**config.mk**
```make
export PLATFORM = sky130hd
export DESIGN_NAME = two_tier_lru_write_back_cache
export DESIGN_NICKNAME = d
export VERILOG_FILES = /design/src/hw/rtl/tlc_pkg.sv /design/src/hw/rtl/two_tier_lru_write_back_cache.sv /design/src/hw/rtl/tlc_ram.sv /design/src/hw/rtl/tlc_lru_scan.sv
export VERILOG_INCLUDE_DIRS = /design/src /design/src/hw/rtl
export SDC_FILE = /design/constraint.sdc
export NUM_CORES = 1
export LEC_CHECK = 0
export BUFFER_PORTS_ARGS = -buffer_cell sky130_fd_sc_hd__buf_4
export CAP_MARGIN = 10
export CORE_ASPECT_RATIO = 2
export CORE_MARGIN = 10
export CORE_UTILIZATION = 62
export DETAILED_ROUTE_END_ITERATION = 10
export PLACE_DENSITY = 0.88
export SYNTH_ARGS = -nofsm -noshare
export SYNTH_HDL_FRONTEND = slang
export SYNTH_SLANG_ARGS = --single-unit
```
**constraint.sdc**
```tcl
create_clock -name clock -period 6.6 [get_ports clock]
set_input_delay 0.33 -clock clock [delete_from_list [all_inputs] [get_ports clock]]
set_output_delay 0.33 -clock clock [all_outputs]
set_load 0.03 [all_outputs]
```
**src/hw/rtl/two_tier_lru_write_back_cache_defines.svh**
```systemverilog
// Assertion macros for the two-tier cache. They vanish when SYNTH is defined.
`ifndef TWO_TIER_LRU_WRITE_BACK_CACHE_DEFINES_SVH
`define TWO_TIER_LRU_WRITE_BACK_CACHE_DEFINES_SVH
`ifndef SYNTH
`define TLC_ASSERT(lbl, prop) \
   lbl: assert property (@(posedge clock) disable iff (reset) prop) \
      else $error("tlc check failed");
`define TLC_ASSERT_NEXT(lbl, ante, cons) \
   lbl: assert property (@(posedge clock) disable iff (reset) (ante) |=> (cons)) \
      else $error("tlc sequence check failed");
`else
`define TLC_ASSERT(lbl, prop)
`define TLC_ASSERT_NEXT(lbl, ante, cons)
`endif
`endif

```
**src/hw/rtl/tlc_pkg.sv**
```systemverilog
`default_nettype none
package tlc_pkg;

   localparam int CACHE_ENTRIES_DEF = 16;
   localparam int NVRAM_ENTRIES_DEF = 16;
   localparam int BLOCK_BITS_DEF    = 16;

   localparam int RANK_W = 8;
   localparam int CAP_W  = 9;
   localparam int WC_W   = 8;

   localparam logic [1:0] OP_READ   = 2'd0;
   localparam logic [1:0] OP_WRITE  = 2'd1;
   localparam logic [1:0] OP_FLUSH  = 2'd2;
   localparam logic [1:0] OP_UNUSED = 2'd3;

   localparam logic [1:0] CSR_CACHE_CAP = 2'd0;
   localparam logic [1:0] CSR_NVRAM_CAP = 2'd1;
   localparam logic [1:0] CSR_UNUSED    = 2'd3;

   typedef enum logic [3:0] {
      ST_IDLE,
      ST_CSCAN,
      ST_CUPD,
      ST_FFIND,
      ST_FDEC,
      ST_NSCAN,
      ST_NUPD,
      ST_CWB,
      ST_DONE
   } state_type;

   // A capacity of zero behaves as one; anything above the entry count is clipped.
   function automatic logic [CAP_W-1:0] eff_cap(input logic [4:0] cap,
                                                input logic [CAP_W-1:0] entries);
      logic [CAP_W-1:0] c;
      c = {{(CAP_W-5){1'b0}}, cap};
      if (cap == 5'd0) return CAP_W'(1);
      if (c > entries) return entries;
      return c;
   endfunction

   // Recency rank of an entry that is neither the touched nor the inserted one.
   function automatic logic [RANK_W-1:0] new_rank(input logic [RANK_W-1:0] dr,
                                                  input logic hit,
                                                  input logic [RANK_W-1:0] re,
                                                  input logic evict,
                                                  input logic [RANK_W-1:0] rv);
      logic [RANK_W-1:0] r;
      r = dr;
      if (hit) begin
         if (dr < re) r = dr + 1'b1;
      end else begin
         if (evict && (dr > rv)) r = r - 1'b1;
         r = r + 1'b1;
      end
      return r;
   endfunction

endpackage
`default_nettype wire

```
**src/hw/rtl/two_tier_lru_write_back_cache.sv**
```systemverilog
// Two-tier LRU block cache with an NVRAM tier behind it. An item is taken when start is
// high and busy is low; exactly one result follows on rsp_valid for one cycle and cannot
// be held off. Each item walks the entry memories one entry per cycle: a read or write
// makes a tag scan then a rank update pass over the cache memory; an unused op goes
// straight to done. A flush finds each cached block in recency order by a cache pass,
// cleans a dirty one, and for each block placed in the NVRAM tier makes a scan and an
// update pass over the NVRAM memory. No clearing pass is needed after reset.
`default_nettype none
`include "two_tier_lru_write_back_cache_defines.svh"
module two_tier_lru_write_back_cache #(
   parameter int CACHE_ENTRIES = tlc_pkg::CACHE_ENTRIES_DEF,
   parameter int NVRAM_ENTRIES = tlc_pkg::NVRAM_ENTRIES_DEF,
   parameter int BLOCK_BITS    = tlc_pkg::BLOCK_BITS_DEF
) (
   input  wire logic        clock,
   input  wire logic        reset,
   input  wire logic        start,
   output logic             busy,
   input  wire logic [1:0]  req_op,
   input  wire logic [15:0] req_block_id,
   output logic             rsp_valid,
   output logic             rsp_hit,
   output logic             rsp_write_miss,
   output logic             rsp_evicted_valid,
   output logic [15:0]      rsp_evicted_block,
   output logic             rsp_evicted_dirty,
   output logic [31:0]      rsp_storage_writes,
   output logic [31:0]      rsp_flushes_to_storage,
   output logic [31:0]      rsp_flushes_to_nvram,
   input  wire logic        csr_write_en,
   input  wire logic [1:0]  csr_index,
   input  wire logic [4:0]  csr_data
);
   import tlc_pkg::*;

   localparam int CAW = CACHE_ENTRIES > 1 ? $clog2(CACHE_ENTRIES) : 1;
   localparam int NAW = NVRAM_ENTRIES > 1 ? $clog2(NVRAM_ENTRIES) : 1;
   localparam int CCW = $clog2(CACHE_ENTRIES + 1);
   localparam int NCW = $clog2(NVRAM_ENTRIES + 1);
   localparam int PCW = $clog2((CACHE_ENTRIES > NVRAM_ENTRIES ?
                                CACHE_ENTRIES : NVRAM_ENTRIES) + 1);
   localparam int CMW = BLOCK_BITS + 1 + WC_W + CAW;
   localparam int NMW = BLOCK_BITS + NAW;
   localparam int C_WC = CAW;
   localparam int C_DT = CAW + WC_W;
   localparam int C_TG = CAW + WC_W + 1;

   state_type state_ff, state_in;
   logic [PCW-1:0] cnt_ff, cnt_in;
   logic [1:0] op_ff, op_in;
   logic [BLOCK_BITS-1:0] id_ff, id_in;
   logic [4:0] ccap_ff, ccap_in, ncap_ff, ncap_in;
   logic [CACHE_ENTRIES-1:0] cvalid_ff, cvalid_in;
   logic [NVRAM_ENTRIES-1:0] nvalid_ff, nvalid_in;
   logic [CCW-1:0] ccount_ff, ccount_in, ccount_m1;
   logic [NCW-1:0] ncount_ff, ncount_in;
   logic [CAW-1:0] r_ff, r_in, fidx_ff, fidx_in;
   logic [CMW-1:0] fword_ff, fword_in;
   logic hit_ff, hit_in, wmiss_ff, wmiss_in, evict_ff, evict_in;
   logic [BLOCK_BITS-1:0] evtag_ff, evtag_in;
   logic evdirty_ff, evdirty_in;
   logic [31:0] stw_ff, stw_in, sfl_ff, sfl_in, nfl_ff, nfl_in;
   logic rv_ff, rv_in, rhit_ff, rhit_in, rwm_ff, rwm_in, rev_ff, rev_in, revd_ff, revd_in;
   logic [15:0] reb_ff, reb_in;

   // Cache memory pipeline.
   logic c_issue, cpv_ff, c_we;
   logic [CAW-1:0] cpidx_ff, c_raddr, c_waddr;
   logic [CMW-1:0] c_rd, c_wd;
   // NVRAM memory pipeline.
   logic n_issue, npv_ff, n_we;
   logic [NAW-1:0] npidx_ff, n_raddr, n_waddr;
   logic [NMW-1:0] n_rd, n_wd;

   logic c_pass_end, n_pass_end;
   logic cs_found, cs_free_found, ns_found, ns_free_found;
   logic [CAW-1:0] cs_fidx, cs_frank, cs_free, cs_oidx, cs_orank;
   logic [NAW-1:0] ns_fidx, ns_frank, ns_free, ns_oidx, ns_orank;
   logic c_evict, n_evict;
   logic [CAW-1:0] c_slot;
   logic [NAW-1:0] n_slot;
   logic [BLOCK_BITS-1:0] ftag;
   logic [WC_W-1:0] fwc;

   assign ftag = fword_ff[CMW-1:C_TG];
   assign fwc  = fword_ff[C_DT-1:C_WC];

   tlc_ram #(.WIDTH(CMW), .DEPTH(CACHE_ENTRIES)) u_cache_ram (
      .clock(clock), .wr_en(c_we), .wr_addr(c_waddr), .wr_data(c_wd),
      .rd_addr(c_raddr), .rd_data(c_rd)
   );

   tlc_ram #(.WIDTH(NMW), .DEPTH(NVRAM_ENTRIES)) u_nvram_ram (
      .clock(clock), .wr_en(n_we), .wr_addr(n_waddr), .wr_data(n_wd),
      .rd_addr(n_raddr), .rd_data(n_rd)
   );

   tlc_lru_scan #(.AW(CAW), .TW(BLOCK_BITS)) u_cache_scan (
      .clock(clock), .reset(reset),
      .clear((state_in == ST_CSCAN) && (state_ff != ST_CSCAN)),
      .sample((state_ff == ST_CSCAN) && cpv_ff),
      .idx(cpidx_ff), .ent_valid(cvalid_ff[cpidx_ff]),
      .tag(c_rd[CMW-1:C_TG]), .rank(c_rd[CAW-1:0]), .id(id_ff),
      .found(cs_found), .found_idx(cs_fidx), .found_rank(cs_frank),
      .free_found(cs_free_found), .free_idx(cs_free),
      .old_idx(cs_oidx), .old_rank(cs_orank)
   );

   tlc_lru_scan #(.AW(NAW), .TW(BLOCK_BITS)) u_nvram_scan (
      .clock(clock), .reset(reset),
      .clear((state_in == ST_NSCAN) && (state_ff != ST_NSCAN)),
      .sample((state_ff == ST_NSCAN) && npv_ff),
      .idx(npidx_ff), .ent_valid(nvalid_ff[npidx_ff]),
      .tag(n_rd[NMW-1:NAW]), .rank(n_rd[NAW-1:0]), .id(ftag),
      .found(ns_found), .found_idx(ns_fidx), .found_rank(ns_frank),
      .free_found(ns_free_found), .free_idx(ns_free),
      .old_idx(ns_oidx), .old_rank(ns_orank)
   );

   assign c_pass_end = cnt_ff == PCW'(CACHE_ENTRIES);
   assign n_pass_end = cnt_ff == PCW'(NVRAM_ENTRIES);
   assign c_issue = ((state_ff == ST_CSCAN) || (state_ff == ST_CUPD) ||
                     (state_ff == ST_FFIND)) && (cnt_ff < PCW'(CACHE_ENTRIES));
   assign n_issue = ((state_ff == ST_NSCAN) || (state_ff == ST_NUPD)) &&
                    (cnt_ff < PCW'(NVRAM_ENTRIES));
   assign c_raddr = cnt_ff[CAW-1:0];
   assign n_raddr = cnt_ff[NAW-1:0];
   assign ccount_m1 = ccount_ff - 1'b1;

   // Victim and insertion slot; the freed victim is reused unless a lower slot is free.
   assign c_evict = !cs_found &&
                    (CAP_W'(ccount_ff) >= eff_cap(ccap_ff, CAP_W'(CACHE_ENTRIES)));
   assign c_slot  = (c_evict && !(cs_free_found && (cs_free < cs_oidx))) ? cs_oidx : cs_free;
   assign n_evict = !ns_found &&
                    (CAP_W'(ncount_ff) >= eff_cap(ncap_ff, CAP_W'(NVRAM_ENTRIES)));
   assign n_slot  = (n_evict && !(ns_free_found && (ns_free < ns_oidx))) ? ns_oidx : ns_free;

   // Next state.
   always_comb begin
      state_in = state_ff;
      unique case (state_ff)
         ST_IDLE: begin
            if (start) begin
               unique case (req_op)
                  OP_READ, OP_WRITE: state_in = ST_CSCAN;
                  OP_FLUSH: state_in = (ccount_ff == '0) ? ST_DONE : ST_FFIND;
                  default: state_in = ST_DONE;
               endcase
            end
         end
         ST_CSCAN: if (c_pass_end) state_in = ST_CUPD;
         ST_CUPD:  if (c_pass_end) state_in = ST_DONE;
         ST_FFIND: if (c_pass_end) state_in = ST_FDEC;
         ST_FDEC: begin
            if (!fword_ff[C_DT]) state_in = (r_ff == '0) ? ST_DONE : ST_FFIND;
            else if (fwc > WC_W'(1)) state_in = ST_NSCAN;
            else state_in = ST_CWB;
         end
         ST_NSCAN: if (n_pass_end) state_in = ST_NUPD;
         ST_NUPD:  if (n_pass_end) state_in = ST_CWB;
         ST_CWB:   state_in = (r_ff == '0) ? ST_DONE : ST_FFIND;
         ST_DONE:  state_in = ST_IDLE;
         default:  state_in = ST_IDLE;
      endcase
   end

   // Datapath and outputs.
   always_comb begin
      cnt_in     = (state_in != state_ff) ? '0 : cnt_ff + 1'b1;
      op_in      = op_ff;
      id_in      = id_ff;
      ccap_in    = ccap_ff;
      ncap_in    = ncap_ff;
      cvalid_in  = cvalid_ff;
      nvalid_in  = nvalid_ff;
      ccount_in  = ccount_ff;
      ncount_in  = ncount_ff;
      r_in       = r_ff;
      fidx_in    = fidx_ff;
      fword_in   = fword_ff;
      hit_in     = hit_ff;
      wmiss_in   = wmiss_ff;
      evict_in   = evict_ff;
      evtag_in   = evtag_ff;
      evdirty_in = evdirty_ff;
      stw_in     = stw_ff;
      sfl_in     = sfl_ff;
      nfl_in     = nfl_ff;
      rv_in      = 1'b0;
      rhit_in    = rhit_ff;
      rwm_in     = rwm_ff;
      rev_in     = rev_ff;
      revd_in    = revd_ff;
      reb_in     = reb_ff;
      c_we       = 1'b0;
      c_waddr    = cpidx_ff;
      c_wd       = c_rd;
      n_we       = 1'b0;
      n_waddr    = npidx_ff;
      n_wd       = n_rd;

      if (csr_write_en) begin
         case (csr_index)
            CSR_CACHE_CAP: ccap_in = csr_data;
            CSR_NVRAM_CAP: ncap_in = csr_data;
            default: ;
         endcase
      end

      unique case (state_ff)
         ST_IDLE: begin
            if (start) begin
               op_in    = req_op;
               id_in    = BLOCK_BITS'(req_block_id);
               hit_in   = 1'b0;
               wmiss_in = 1'b0;
               evict_in = 1'b0;
               r_in     = ccount_m1[CAW-1:0];
            end
         end
         ST_CUPD: begin
            if (cpv_ff) begin
               if (cs_found) begin
                  c_we = cvalid_ff[cpidx_ff];
                  if (cpidx_ff == cs_fidx) begin
                     c_wd[CAW-1:0] = '0;
                     if (op_ff == OP_WRITE) begin
                        c_wd[C_DT] = 1'b1;
                        if (c_rd[C_DT-1:C_WC] != {WC_W{1'b1}})
                           c_wd[C_DT-1:C_WC] = c_rd[C_DT-1:C_WC] + 1'b1;
                     end
                  end else begin
                     c_wd[CAW-1:0] = CAW'(new_rank(RANK_W'(c_rd[CAW-1:0]), 1'b1,
                                        RANK_W'(cs_frank), 1'b0, RANK_W'(cs_orank)));
                  end
               end else if (op_ff == OP_READ) begin
                  if (cpidx_ff == c_slot) begin
                     c_we = 1'b1;
                     c_wd = {id_ff, 1'b0, {WC_W{1'b0}}, {CAW{1'b0}}};
                  end else if (cvalid_ff[cpidx_ff] && !(c_evict && (cpidx_ff == cs_oidx))) begin
                     c_we = 1'b1;
                     c_wd[CAW-1:0] = CAW'(new_rank(RANK_W'(c_rd[CAW-1:0]), 1'b0,
                                        RANK_W'(cs_frank), c_evict, RANK_W'(cs_orank)));
                  end
                  if (c_evict && (cpidx_ff == cs_oidx)) begin
                     evtag_in   = c_rd[CMW-1:C_TG];
                     evdirty_in = c_rd[C_DT];
                  end
               end
            end
            if (c_pass_end) begin
               hit_in   = cs_found;
               wmiss_in = (op_ff == OP_WRITE) && !cs_found;
               if ((op_ff == OP_READ) && !cs_found) begin
                  evict_in = c_evict;
                  if (c_evict) cvalid_in[cs_oidx] = 1'b0;
                  else ccount_in = ccount_ff + 1'b1;
                  cvalid_in[c_slot] = 1'b1;
               end
            end
         end
         ST_FFIND: begin
            if (cpv_ff && cvalid_ff[cpidx_ff] && (c_rd[CAW-1:0] == r_ff)) begin
               fidx_in  = cpidx_ff;
               fword_in = c_rd;
            end
         end
         ST_FDEC: begin
            if (fword_ff[C_DT] && (fwc == WC_W'(1))) begin
               stw_in = stw_ff + 1'b1;
               sfl_in = sfl_ff + 1'b1;
            end
            if (!fword_ff[C_DT] && (r_ff != '0)) r_in = r_ff - 1'b1;
         end
         ST_NUPD: begin
            if (npv_ff) begin
               if (ns_found) begin
                  n_we = nvalid_ff[npidx_ff];
                  if (npidx_ff == ns_fidx) n_wd[NAW-1:0] = '0;
                  else n_wd[NAW-1:0] = NAW'(new_rank(RANK_W'(n_rd[NAW-1:0]), 1'b1,
                                          RANK_W'(ns_frank), 1'b0, RANK_W'(ns_orank)));
               end else if (npidx_ff == n_slot) begin
                  n_we = 1'b1;
                  n_wd = {ftag, {NAW{1'b0}}};
               end else if (nvalid_ff[npidx_ff] && !(n_evict && (npidx_ff == ns_oidx))) begin
                  n_we = 1'b1;
                  n_wd[NAW-1:0] = NAW'(new_rank(RANK_W'(n_rd[NAW-1:0]), 1'b0,
                                     RANK_W'(ns_frank), n_evict, RANK_W'(ns_orank)));
               end
            end
            if (n_pass_end) begin
               nfl_in = nfl_ff + 1'b1;
               if (!ns_found) begin
                  if (n_evict) begin
                     nvalid_in[ns_oidx] = 1'b0;
                     stw_in = stw_ff + 1'b1;
                  end else begin
                     ncount_in = ncount_ff + 1'b1;
                  end
                  nvalid_in[n_slot] = 1'b1;
               end
            end
         end
         ST_CWB: begin
            c_we    = 1'b1;
            c_waddr = fidx_ff;
            c_wd    = fword_ff;
            c_wd[C_DT]        = 1'b0;
            c_wd[C_DT-1:C_WC] = '0;
            if (r_ff != '0) r_in = r_ff - 1'b1;
         end
         ST_DONE: begin
            if (evict_ff && evdirty_ff) stw_in = stw_ff + 1'b1;
            rv_in   = 1'b1;
            rhit_in = hit_ff;
            rwm_in  = wmiss_ff;
            rev_in  = evict_ff;
            revd_in = evict_ff && evdirty_ff;
            reb_in  = evict_ff ? 16'(evtag_ff) : 16'd0;
         end
         default: ;
      endcase
   end

   always_ff @(posedge clock) begin
      if (reset) begin
         state_ff  <= ST_IDLE;
         cnt_ff    <= '0;
         ccap_ff   <= 5'd16;
         ncap_ff   <= 5'd16;
         cvalid_ff <= '0;
         nvalid_ff <= '0;
         ccount_ff <= '0;
         ncount_ff <= '0;
         stw_ff    <= '0;
         sfl_ff    <= '0;
         nfl_ff    <= '0;
         rv_ff     <= 1'b0;
         cpv_ff    <= 1'b0;
         npv_ff    <= 1'b0;
         hit_ff    <= 1'b0;
         wmiss_ff  <= 1'b0;
         evict_ff  <= 1'b0;
      end else begin
         state_ff  <= state_in;
         cnt_ff    <= cnt_in;
         ccap_ff   <= ccap_in;
         ncap_ff   <= ncap_in;
         cvalid_ff <= cvalid_in;
         nvalid_ff <= nvalid_in;
         ccount_ff <= ccount_in;
         ncount_ff <= ncount_in;
         stw_ff    <= stw_in;
         sfl_ff    <= sfl_in;
         nfl_ff    <= nfl_in;
         rv_ff     <= rv_in;
         cpv_ff    <= c_issue;
         npv_ff    <= n_issue;
         hit_ff    <= hit_in;
         wmiss_ff  <= wmiss_in;
         evict_ff  <= evict_in;
      end
      op_ff      <= op_in;
      id_ff      <= id_in;
      r_ff       <= r_in;
      fidx_ff    <= fidx_in;
      fword_ff   <= fword_in;
      evtag_ff   <= evtag_in;
      evdirty_ff <= evdirty_in;
      cpidx_ff   <= c_raddr;
      npidx_ff   <= n_raddr;
      rhit_ff    <= rhit_in;
      rwm_ff     <= rwm_in;
      rev_ff     <= rev_in;
      revd_ff    <= revd_in;
      reb_ff     <= reb_in;
   end

   assign busy                   = state_ff != ST_IDLE;
   assign rsp_valid              = rv_ff;
   assign rsp_hit                = rhit_ff;
   assign rsp_write_miss         = rwm_ff;
   assign rsp_evicted_valid      = rev_ff;
   assign rsp_evicted_block      = reb_ff;
   assign rsp_evicted_dirty      = revd_ff;
   assign rsp_storage_writes     = stw_ff;
   assign rsp_flushes_to_storage = sfl_ff;
   assign rsp_flushes_to_nvram   = nfl_ff;

   `TLC_ASSERT(a_cache_count, $countones(cvalid_ff) == int'(ccount_ff))
   `TLC_ASSERT(a_nvram_count, $countones(nvalid_ff) == int'(ncount_ff))
   `TLC_ASSERT(a_evict_no_hit, rsp_valid |-> !(rsp_evicted_valid && rsp_hit))
   `TLC_ASSERT_NEXT(a_accept_busy, start && !busy, busy)
endmodule
`default_nettype wire

```
**src/hw/rtl/tlc_ram.sv**
```systemverilog
`default_nettype none
module tlc_ram #(
   parameter int WIDTH = 8,
   parameter int DEPTH = 16
) (
   input  wire logic                                   clock,
   input  wire logic                                   wr_en,
   input  wire logic [(DEPTH > 1 ? $clog2(DEPTH) : 1)-1:0] wr_addr,
   input  wire logic [WIDTH-1:0]                       wr_data,
   input  wire logic [(DEPTH > 1 ? $clog2(DEPTH) : 1)-1:0] rd_addr,
   output logic      [WIDTH-1:0]                       rd_data
);
   logic [WIDTH-1:0] mem [DEPTH];
   logic [WIDTH-1:0] rd_data_ff;

   always_ff @(posedge clock) begin
      if (wr_en) mem[wr_addr] <= wr_data;
      rd_data_ff <= mem[rd_addr];
   end

   assign rd_data = rd_data_ff;
endmodule
`default_nettype wire

```
**src/hw/rtl/tlc_lru_scan.sv**
```systemverilog
`default_nettype none
module tlc_lru_scan #(
   parameter int AW = 4,
   parameter int TW = 16
) (
   input  wire logic          clock,
   input  wire logic          reset,
   input  wire logic          clear,
   input  wire logic          sample,
   input  wire logic [AW-1:0] idx,
   input  wire logic          ent_valid,
   input  wire logic [TW-1:0] tag,
   input  wire logic [AW-1:0] rank,
   input  wire logic [TW-1:0] id,
   output logic               found,
   output logic      [AW-1:0] found_idx,
   output logic      [AW-1:0] found_rank,
   output logic               free_found,
   output logic      [AW-1:0] free_idx,
   output logic      [AW-1:0] old_idx,
   output logic      [AW-1:0] old_rank
);
   logic          found_ff, found_in, free_ff, free_in, old_ff, old_in;
   logic [AW-1:0] fidx_ff, fidx_in, frank_ff, frank_in, free_idx_ff, free_idx_in;
   logic [AW-1:0] oidx_ff, oidx_in, orank_ff, orank_in;

   always_comb begin
      found_in    = found_ff;
      free_in     = free_ff;
      old_in      = old_ff;
      fidx_in     = fidx_ff;
      frank_in    = frank_ff;
      free_idx_in = free_idx_ff;
      oidx_in     = oidx_ff;
      orank_in    = orank_ff;
      if (clear) begin
         found_in = 1'b0;
         free_in  = 1'b0;
         old_in   = 1'b0;
      end else if (sample) begin
         if (ent_valid) begin
            if (!found_ff && (tag == id)) begin
               found_in = 1'b1;
               fidx_in  = idx;
               frank_in = rank;
            end
            // Strictly greater keeps the first entry on a tie.
            if (!old_ff || (rank > orank_ff)) begin
               old_in   = 1'b1;
               oidx_in  = idx;
               orank_in = rank;
            end
         end else if (!free_ff) begin
            free_in     = 1'b1;
            free_idx_in = idx;
         end
      end
   end

   always_ff @(posedge clock) begin
      if (reset) begin
         found_ff <= 1'b0;
         free_ff  <= 1'b0;
         old_ff   <= 1'b0;
      end else begin
         found_ff <= found_in;
         free_ff  <= free_in;
         old_ff   <= old_in;
      end
      fidx_ff     <= fidx_in;
      frank_ff    <= frank_in;
      free_idx_ff <= free_idx_in;
      oidx_ff     <= oidx_in;
      orank_ff    <= orank_in;
   end

   assign found      = found_ff;
   assign found_idx  = fidx_ff;
   assign found_rank = frank_ff;
   assign free_found = free_ff;
   assign free_idx   = free_idx_ff;
   assign old_idx    = oidx_ff;
   assign old_rank   = orank_ff;
endmodule
`default_nettype wire
```
Word level (Yosys, flattened, before mapping)
Memory sizes are Yosys's and may differ from the RTL's. A register that Yosys moved wholly into a read port is not among the register bits.
Cells that the tools add are included.
- bits in read-only memories: 0
- word-level logic and storage cells: 348
- bits in latches: 0
- memory bits (writable): 784
- memories kept: 2
- input bits: 29
- output and inout bits: 118
- bits in registers: 305
- add/sub/neg operators: 15
- multiplexer cells: 118
- multipliers: 0
- bitwise gates (word level): 16
- eq/ne operators: 39
- div/mod/pow operators: 0
- shift-type cells: 0
- reduce and logical (&&, ||, !) cells: 89
- order comparisons: 23
- memory list (name ; depth ; bits a word ; read ports ; clocked after memory_dff ; wr ports ; RTL line ; text):
    u_cache_ram.mem ; 16 ; 29 ; 1 ; 1 ; 1 ; tlc_ram.sv:13 ; logic [WIDTH-1:0] mem [DEPTH];
    u_nvram_ram.mem ; 16 ; 20 ; 1 ; 1 ; 1 ; tlc_ram.sv:13 ;
- operators with widths (operator ; number):
    2-to-1 mux 16 bit ; 11
    2-to-1 mux 32 bit ; 5
    2-to-1 mux 4 bit ; 37
    adder 32 x 1 -> 32 bit (second input constant) ; 3
    one-hot mux 32 bit (3 select lines) ; 1
    2-to-1 mux 9 bit ; 10
    2-to-1 mux 29 bit ; 2
    one-hot mux 29 bit (2 select lines) ; 1
    2-to-1 mux 20 bit ; 2
    AND reduction 4 bit ; 10
    bitwise AND 16 bit ; 2
    == test 16 bit ; 2
    2-to-1 mux 1 bit ; 32
    NOT 16 bit ; 2
    bitwise OR 16 bit ; 2
    one-hot mux 4 bit (8 select lines) ; 1
    logical AND 1 bit ; 31
    == test 4 bit ; 7
    less-than comparator 4 x 5 -> 1 bit (second input constant) ; 5
    2-to-1 mux 25 bit ; 1
    AND reduction 3 bit ; 7
    == test 4 x 3 -> 1 bit (second input constant) ; 5
    >= comparator 5 x 9 -> 1 bit ; 2
    != test 2 bit (second input constant) ; 9
    43 further kinds ; 110

Logic depth before layout (Yosys ltp)
- depth in word-level cells: 23
- depth in mapped cells: 16
- mapped depth without buffers: 15

By module
From an unflattened synthesis, not the netlist that was laid out.
- cells, all modules: 2915
- area, all modules: 46204.3 µm²
- by module, submodules not included (module ; area each (µm²) ; instances ; sequential area each (µm²) ; cells each):
    tlc_ram at u_cache_ram ; 18032.3 ; 1 ; 14513.9 ; 761
    two_tier_lru_write_back_cache ; 13626.8 ; 1 ; 6105.9 ; 1479
    tlc_ram at u_nvram_ram ; 12530.8 ; 1 ; 10009.6 ; 533
    tlc_lru_scan ; 1007.2 ; 2 ; 660.6 ; 71

Worst setup path after synthesis
OpenSTA, ideal clock, no wires.
- path type: register -> register
- start point: reg, netlist name n_waddr[1]
- end point: reg fidx_ff[0], enable pin
- clock period less this slack: 4999 ps
- path buffers: 2
- required time: 6094 ps
- cell stages (with the launch flop): 8
- slack: 1601 ps
- arrival time: 4493 ps
- library setup time: 506 ps
- path through: dfxtp_1 buf_6 buf_2 mux4_2 nand3_1 nand3_1 inv_1 nor4_1
- RTL lines (what ; RTL line ; text):
    to (signal assigned) ; two_tier_lru_write_back_cache.sv:366 ; fidx_ff <= fidx_in;
    to (decl) ; two_tier_lru_write_back_cache.sv:57 ; logic [CAW-1:0] r_ff, r_in, fidx_ff, fidx_in;

==> impl_metrics.py <==
metrics = {
    "place": {
        "place_area_sq_mm": 0.0484,
        "hpwl_um": 76000,
        "pre_cts_slack_ns": 1.71,
        "port_buffers": 146,
        "place.gp.congestion": 0.971,
    },
    "clock_network": {
        "clock_path_buffers": 3,
        "cts_buffers": 92,
        "clockRootBuffer": "clkbuf_16",
        "clk_pin_slew_worst_paths_ns": 0.07,
        "cts_tree": "done",
        "cts_sinks": 1138,
        "h-tree-depth": 3,
        "post_cts.repair.setup_buffers": 0,
        "ctsResizeCount": 0,
        "clock_latency_ns": 0.72,
        "cts_hold_buf": 23,
    },
    "power_and_ir_drop": {
        "intPower_mw": 11.2,
        "combPwrFrac_pct": 4.9,
        "p_per_area_mw_per_mm2": 279,
        "swShare_pct": 22.3,
        "pwr-share-seq_pct": 54.9,
        "p_leak_nw": 15.5,
        "clockPowerShare_pct": 40.2,
        "vdd_drop_max_mv": 0.284,
        "p_sw_mw": 3.23,
        "power_mw": 14.4,
    },
    "synthesis": {
        "ys_types": 88,
        "syn_inst": 2799,
        "synth_edf_count": 916,
        "synth_area_leaders": "edfxtp_1 60%, mux4_2 12%, dfxtp_1 9.6%, xor2_1 1.9%, nor2_1 1.4%",
        "synth_top_area_cell": "edfxtp_1",
        "synth_top_flop_cell": "edfxtp_1",
        "yosys-top-cells-count": "916 x edfxtp_1, 253 x mux4_2, 222 x dfxtp_1, 173 x nor2_1, 119 x nand2_1",
        "ys_seq_elements": 1138,
        "synth_top_area_share_pct": 59.5,
        "async_reset_ff_share_pct": 0,
        "netlist_area_sq_mm": 0.0462,
        "ys.warnings.count": 0,
        "syn-num-nets": 2874,
        "synth.most_common_cell": "edfxtp_1",
        "synth_seq_area_share_pct": 69.1,
        "syn_avg_cell_area_sq_um": 16.5,
    },
    "global_route": {
        "grt_pass1_wl_um": 182000,
        "overflow": 0,
        "grt_max_degree": 129,
        "grt.total_usage_pct": 28.6,
        "antenna_found_initial": 1,
        "grt_pass1_vias": 27958,
    },
    "setup_path": {
        "slowest_delay_ns": 1.18,
        "critPathBufInv": 1,
        "cp.depth": 8,
        "path_delay_family": "simple AND/OR/NAND/NOR gates",
        "cp-startpoint": "n_waddr[0]$_DFF_P_",
        "regToRegStartpoint": "n_waddr[0]$_DFF_P_",
        "critPathKind": "flip-flop to flip-flop",
        "reg2reg_slack_ns": 1.45,
        "timing.rr.end": "u_cache_ram.mem[5][9]$_DFFE_PP_",
        "required_ns": 6.90,
        "endpoint_kind": "flip-flop",
        "arrival_ns": 5.45,
        "cp_slowest_cell": "nor2_4",
        "path_cells": "buf_4, xor2_1, nor4_2, nand4_2, or3_1, o211ai_1, a31oi_1, nor2_4",
        "worst_r2r_path_depth": 8,
        "crit_end": "u_cache_ram.mem[5][9]$_DFFE_PP_",
        "worstPathMaxFanout": 29,
        "cp-start-kind": "flip-flop",
    },
    "floorplanning": {
        "core_sq_mm": 0.0739,
        "die_h_um": 406,
        "start_util_pct": 62.5,
        "row_count": 141,
        "die_area_sq_mm": 0.0865,
        "io_pins": 147,
        "die_x_um": 213,
    },
    "sta": {
        "worst_pin_slew_ns": 1.33,
        "finClkSkew_ns": 0.0388,
        "fin_ws_ns": 1.45,
        "rsz0062_at_grt": "false",
        "slew_violations": 0,
        "fmax_mhz": 194,
        "hold_violations": 0,
        "relSlewSlack_pct": 11.1,
        "finalSetupViolCount": 0,
        "post-route-min-period_ns": 5.15,
        "holdWs_ns": 0.0886,
        "tns_ns": 0,
        "post-route-period-util_pct": 78.0,
    },
    "layout": {
        "fin_area_sq_mm": 0.0519,
        "drive_gt1_share_pct": 22.4,
        "num-nets-final": 3053,
        "area_delta_synth_final_pct": 12.2,
    },
    "status": {
        "status": "complete, no violations",
    },
    "routing": {
        "antenna_left": 0,
        "drcViolationCount": 0,
        "wire_per_inst_um": 31.7,
        "wl_um": 126000,
        "vias": 27894,
        "drt-initial-drc-count": 4180,
        "first_pass_iters": 7,
        "avgViaCountPerCell": 7.00,
    },
    "hold_path": {
        "hp-start": "csr_index[1]",
        "hp-class": "primary input to flip-flop",
        "whs_path_depth": 3,
    },
    "run": {
        "drv_cap": 0,
    },
}
## metal layers
layer / track usage, % / vias to the layer above / share of wire (%)
met5: 0 / - / 0.0071
met4: 18.2 / 2 / 6.9
met3: 5.70 / 479 / 9.6
met2: 49.4 / 2081 / 52
met1: 31.8 / 13958 / 31
li1: - / 11374 / -
## flip-flops by register name, indices dropped and copies added, names as in the netlist, 20 cells and up
name,flops
u_cache_ram.mem,464
rsp_storage_writes,32
rsp_flushes_to_storage,32
u_cache_ram.rd_data,29
rsp_flushes_to_nvram,32
u_nvram_ram.mem,320
fword_ff,29
u_nvram_ram.rd_data,20
## per-stage QoR
stage | utilization [%] | cells
6_report | 70.1 | 3984
3_3_place_gp | 65.5 | 3783
2_1_floorplan | - | 2799
4_1_cts | 70.0 | 3976
3_5_place_dp | 65.5 | 3783
5_1_grt | 70.1 | 3983
## power groups by stage
stage | clock (mW) | sequential [mW] | combinational [mW]
floorplan | 0 | 7.99 | 0.518
global placement | 0 | 8.07 | 0.639
detailed placement | 0 | 8.08 | 0.670
CTS | 5.79 | 7.92 | 0.693
global route | 6.07 | 7.93 | 0.747
finish | 5.81 | 7.93 | 0.707
## tightest hold or removal path: stages
cell      delay (ns)
buf_4           0.08
nor3b_1         0.13
o211ai_1        0.20
## cell families (layout without fill, tap and decap cells)
logic type	after synthesis	count (layout)	share of synthesized area, %
other	0	1	0
XOR/XNOR	131	131	2.48
AO/OA/AOI/OAI	346	346	4.77
adder cells (fa/ha/maj)	46	46	1.25
multiplexers	294	294	13.3
AND/OR/NAND/NOR	659	659	7.39
flip-flops	1138	1138	69.1
buffers and inverters	185	440	1.68
## layout by cell type, fill, tap and decap left out, types with 8 or more instances in the layout
master and instances:
mux4_2 253, inv_1 61, a31oi_1 10, a22o_1 17
nor3b_1 8, nand3_1 95, edfxtp_1 916, nand2b_1 17
dfxtp_1 218, mux2_2 20, and3_1 13, nand4_1 38
clkbuf_1 18, a21o_1 28, nor3_1 39, nand2_1 119
o21a_1 8, nor2_4 17, xor2_1 100, nor2_1 148
and4_1 9, dlygate4sd3_1 23, buf_4 179, clkinv_2 18
nor4_2 8, or3_1 38, o31ai_1 12, and2_1 19
nor4_1 20, o21ai_0 88, ha_1 46, nor2b_1 17
xnor2_1 31, nor2_2 11, a21oi_1 111, bufinv_16 11
mux2i_1 20, clkbuf_16 93
## how the worst min path moves through the flow
| stage | endpoint | slack (ns) |
|---|---|---|
| floorplan | n_waddr[2]$_DFF_P_ | 0.33 |
| global placement | rsp_hit$_DFFE_PP_ | 0.43 |
| detailed placement | rsp_hit$_DFFE_PP_ | 0.43 |
| CTS | ccap_ff[4]$_SDFFE_PP1P_ | 0.05 |
| global route | ccap_ff[4]$_SDFFE_PP1P_ | 0.09 |
| finish | ccap_ff[4]$_SDFFE_PP1P_ | 0.09 |
## layout make-up
cell class / instances / area, sq um
flip-flops and latches: 1138 / 32000
fillers: 4252 / 22100
multi-input cells: 1476 / 13700
clock buffers: 116 / 2460
repair buffers: 208 / 1690
well taps: 929 / 1160
clock inverters: 54 / 664
inverters: 62 / 233
diodes: 1 / 2.50
Note: power is estimated with default switching activity, not from simulation.
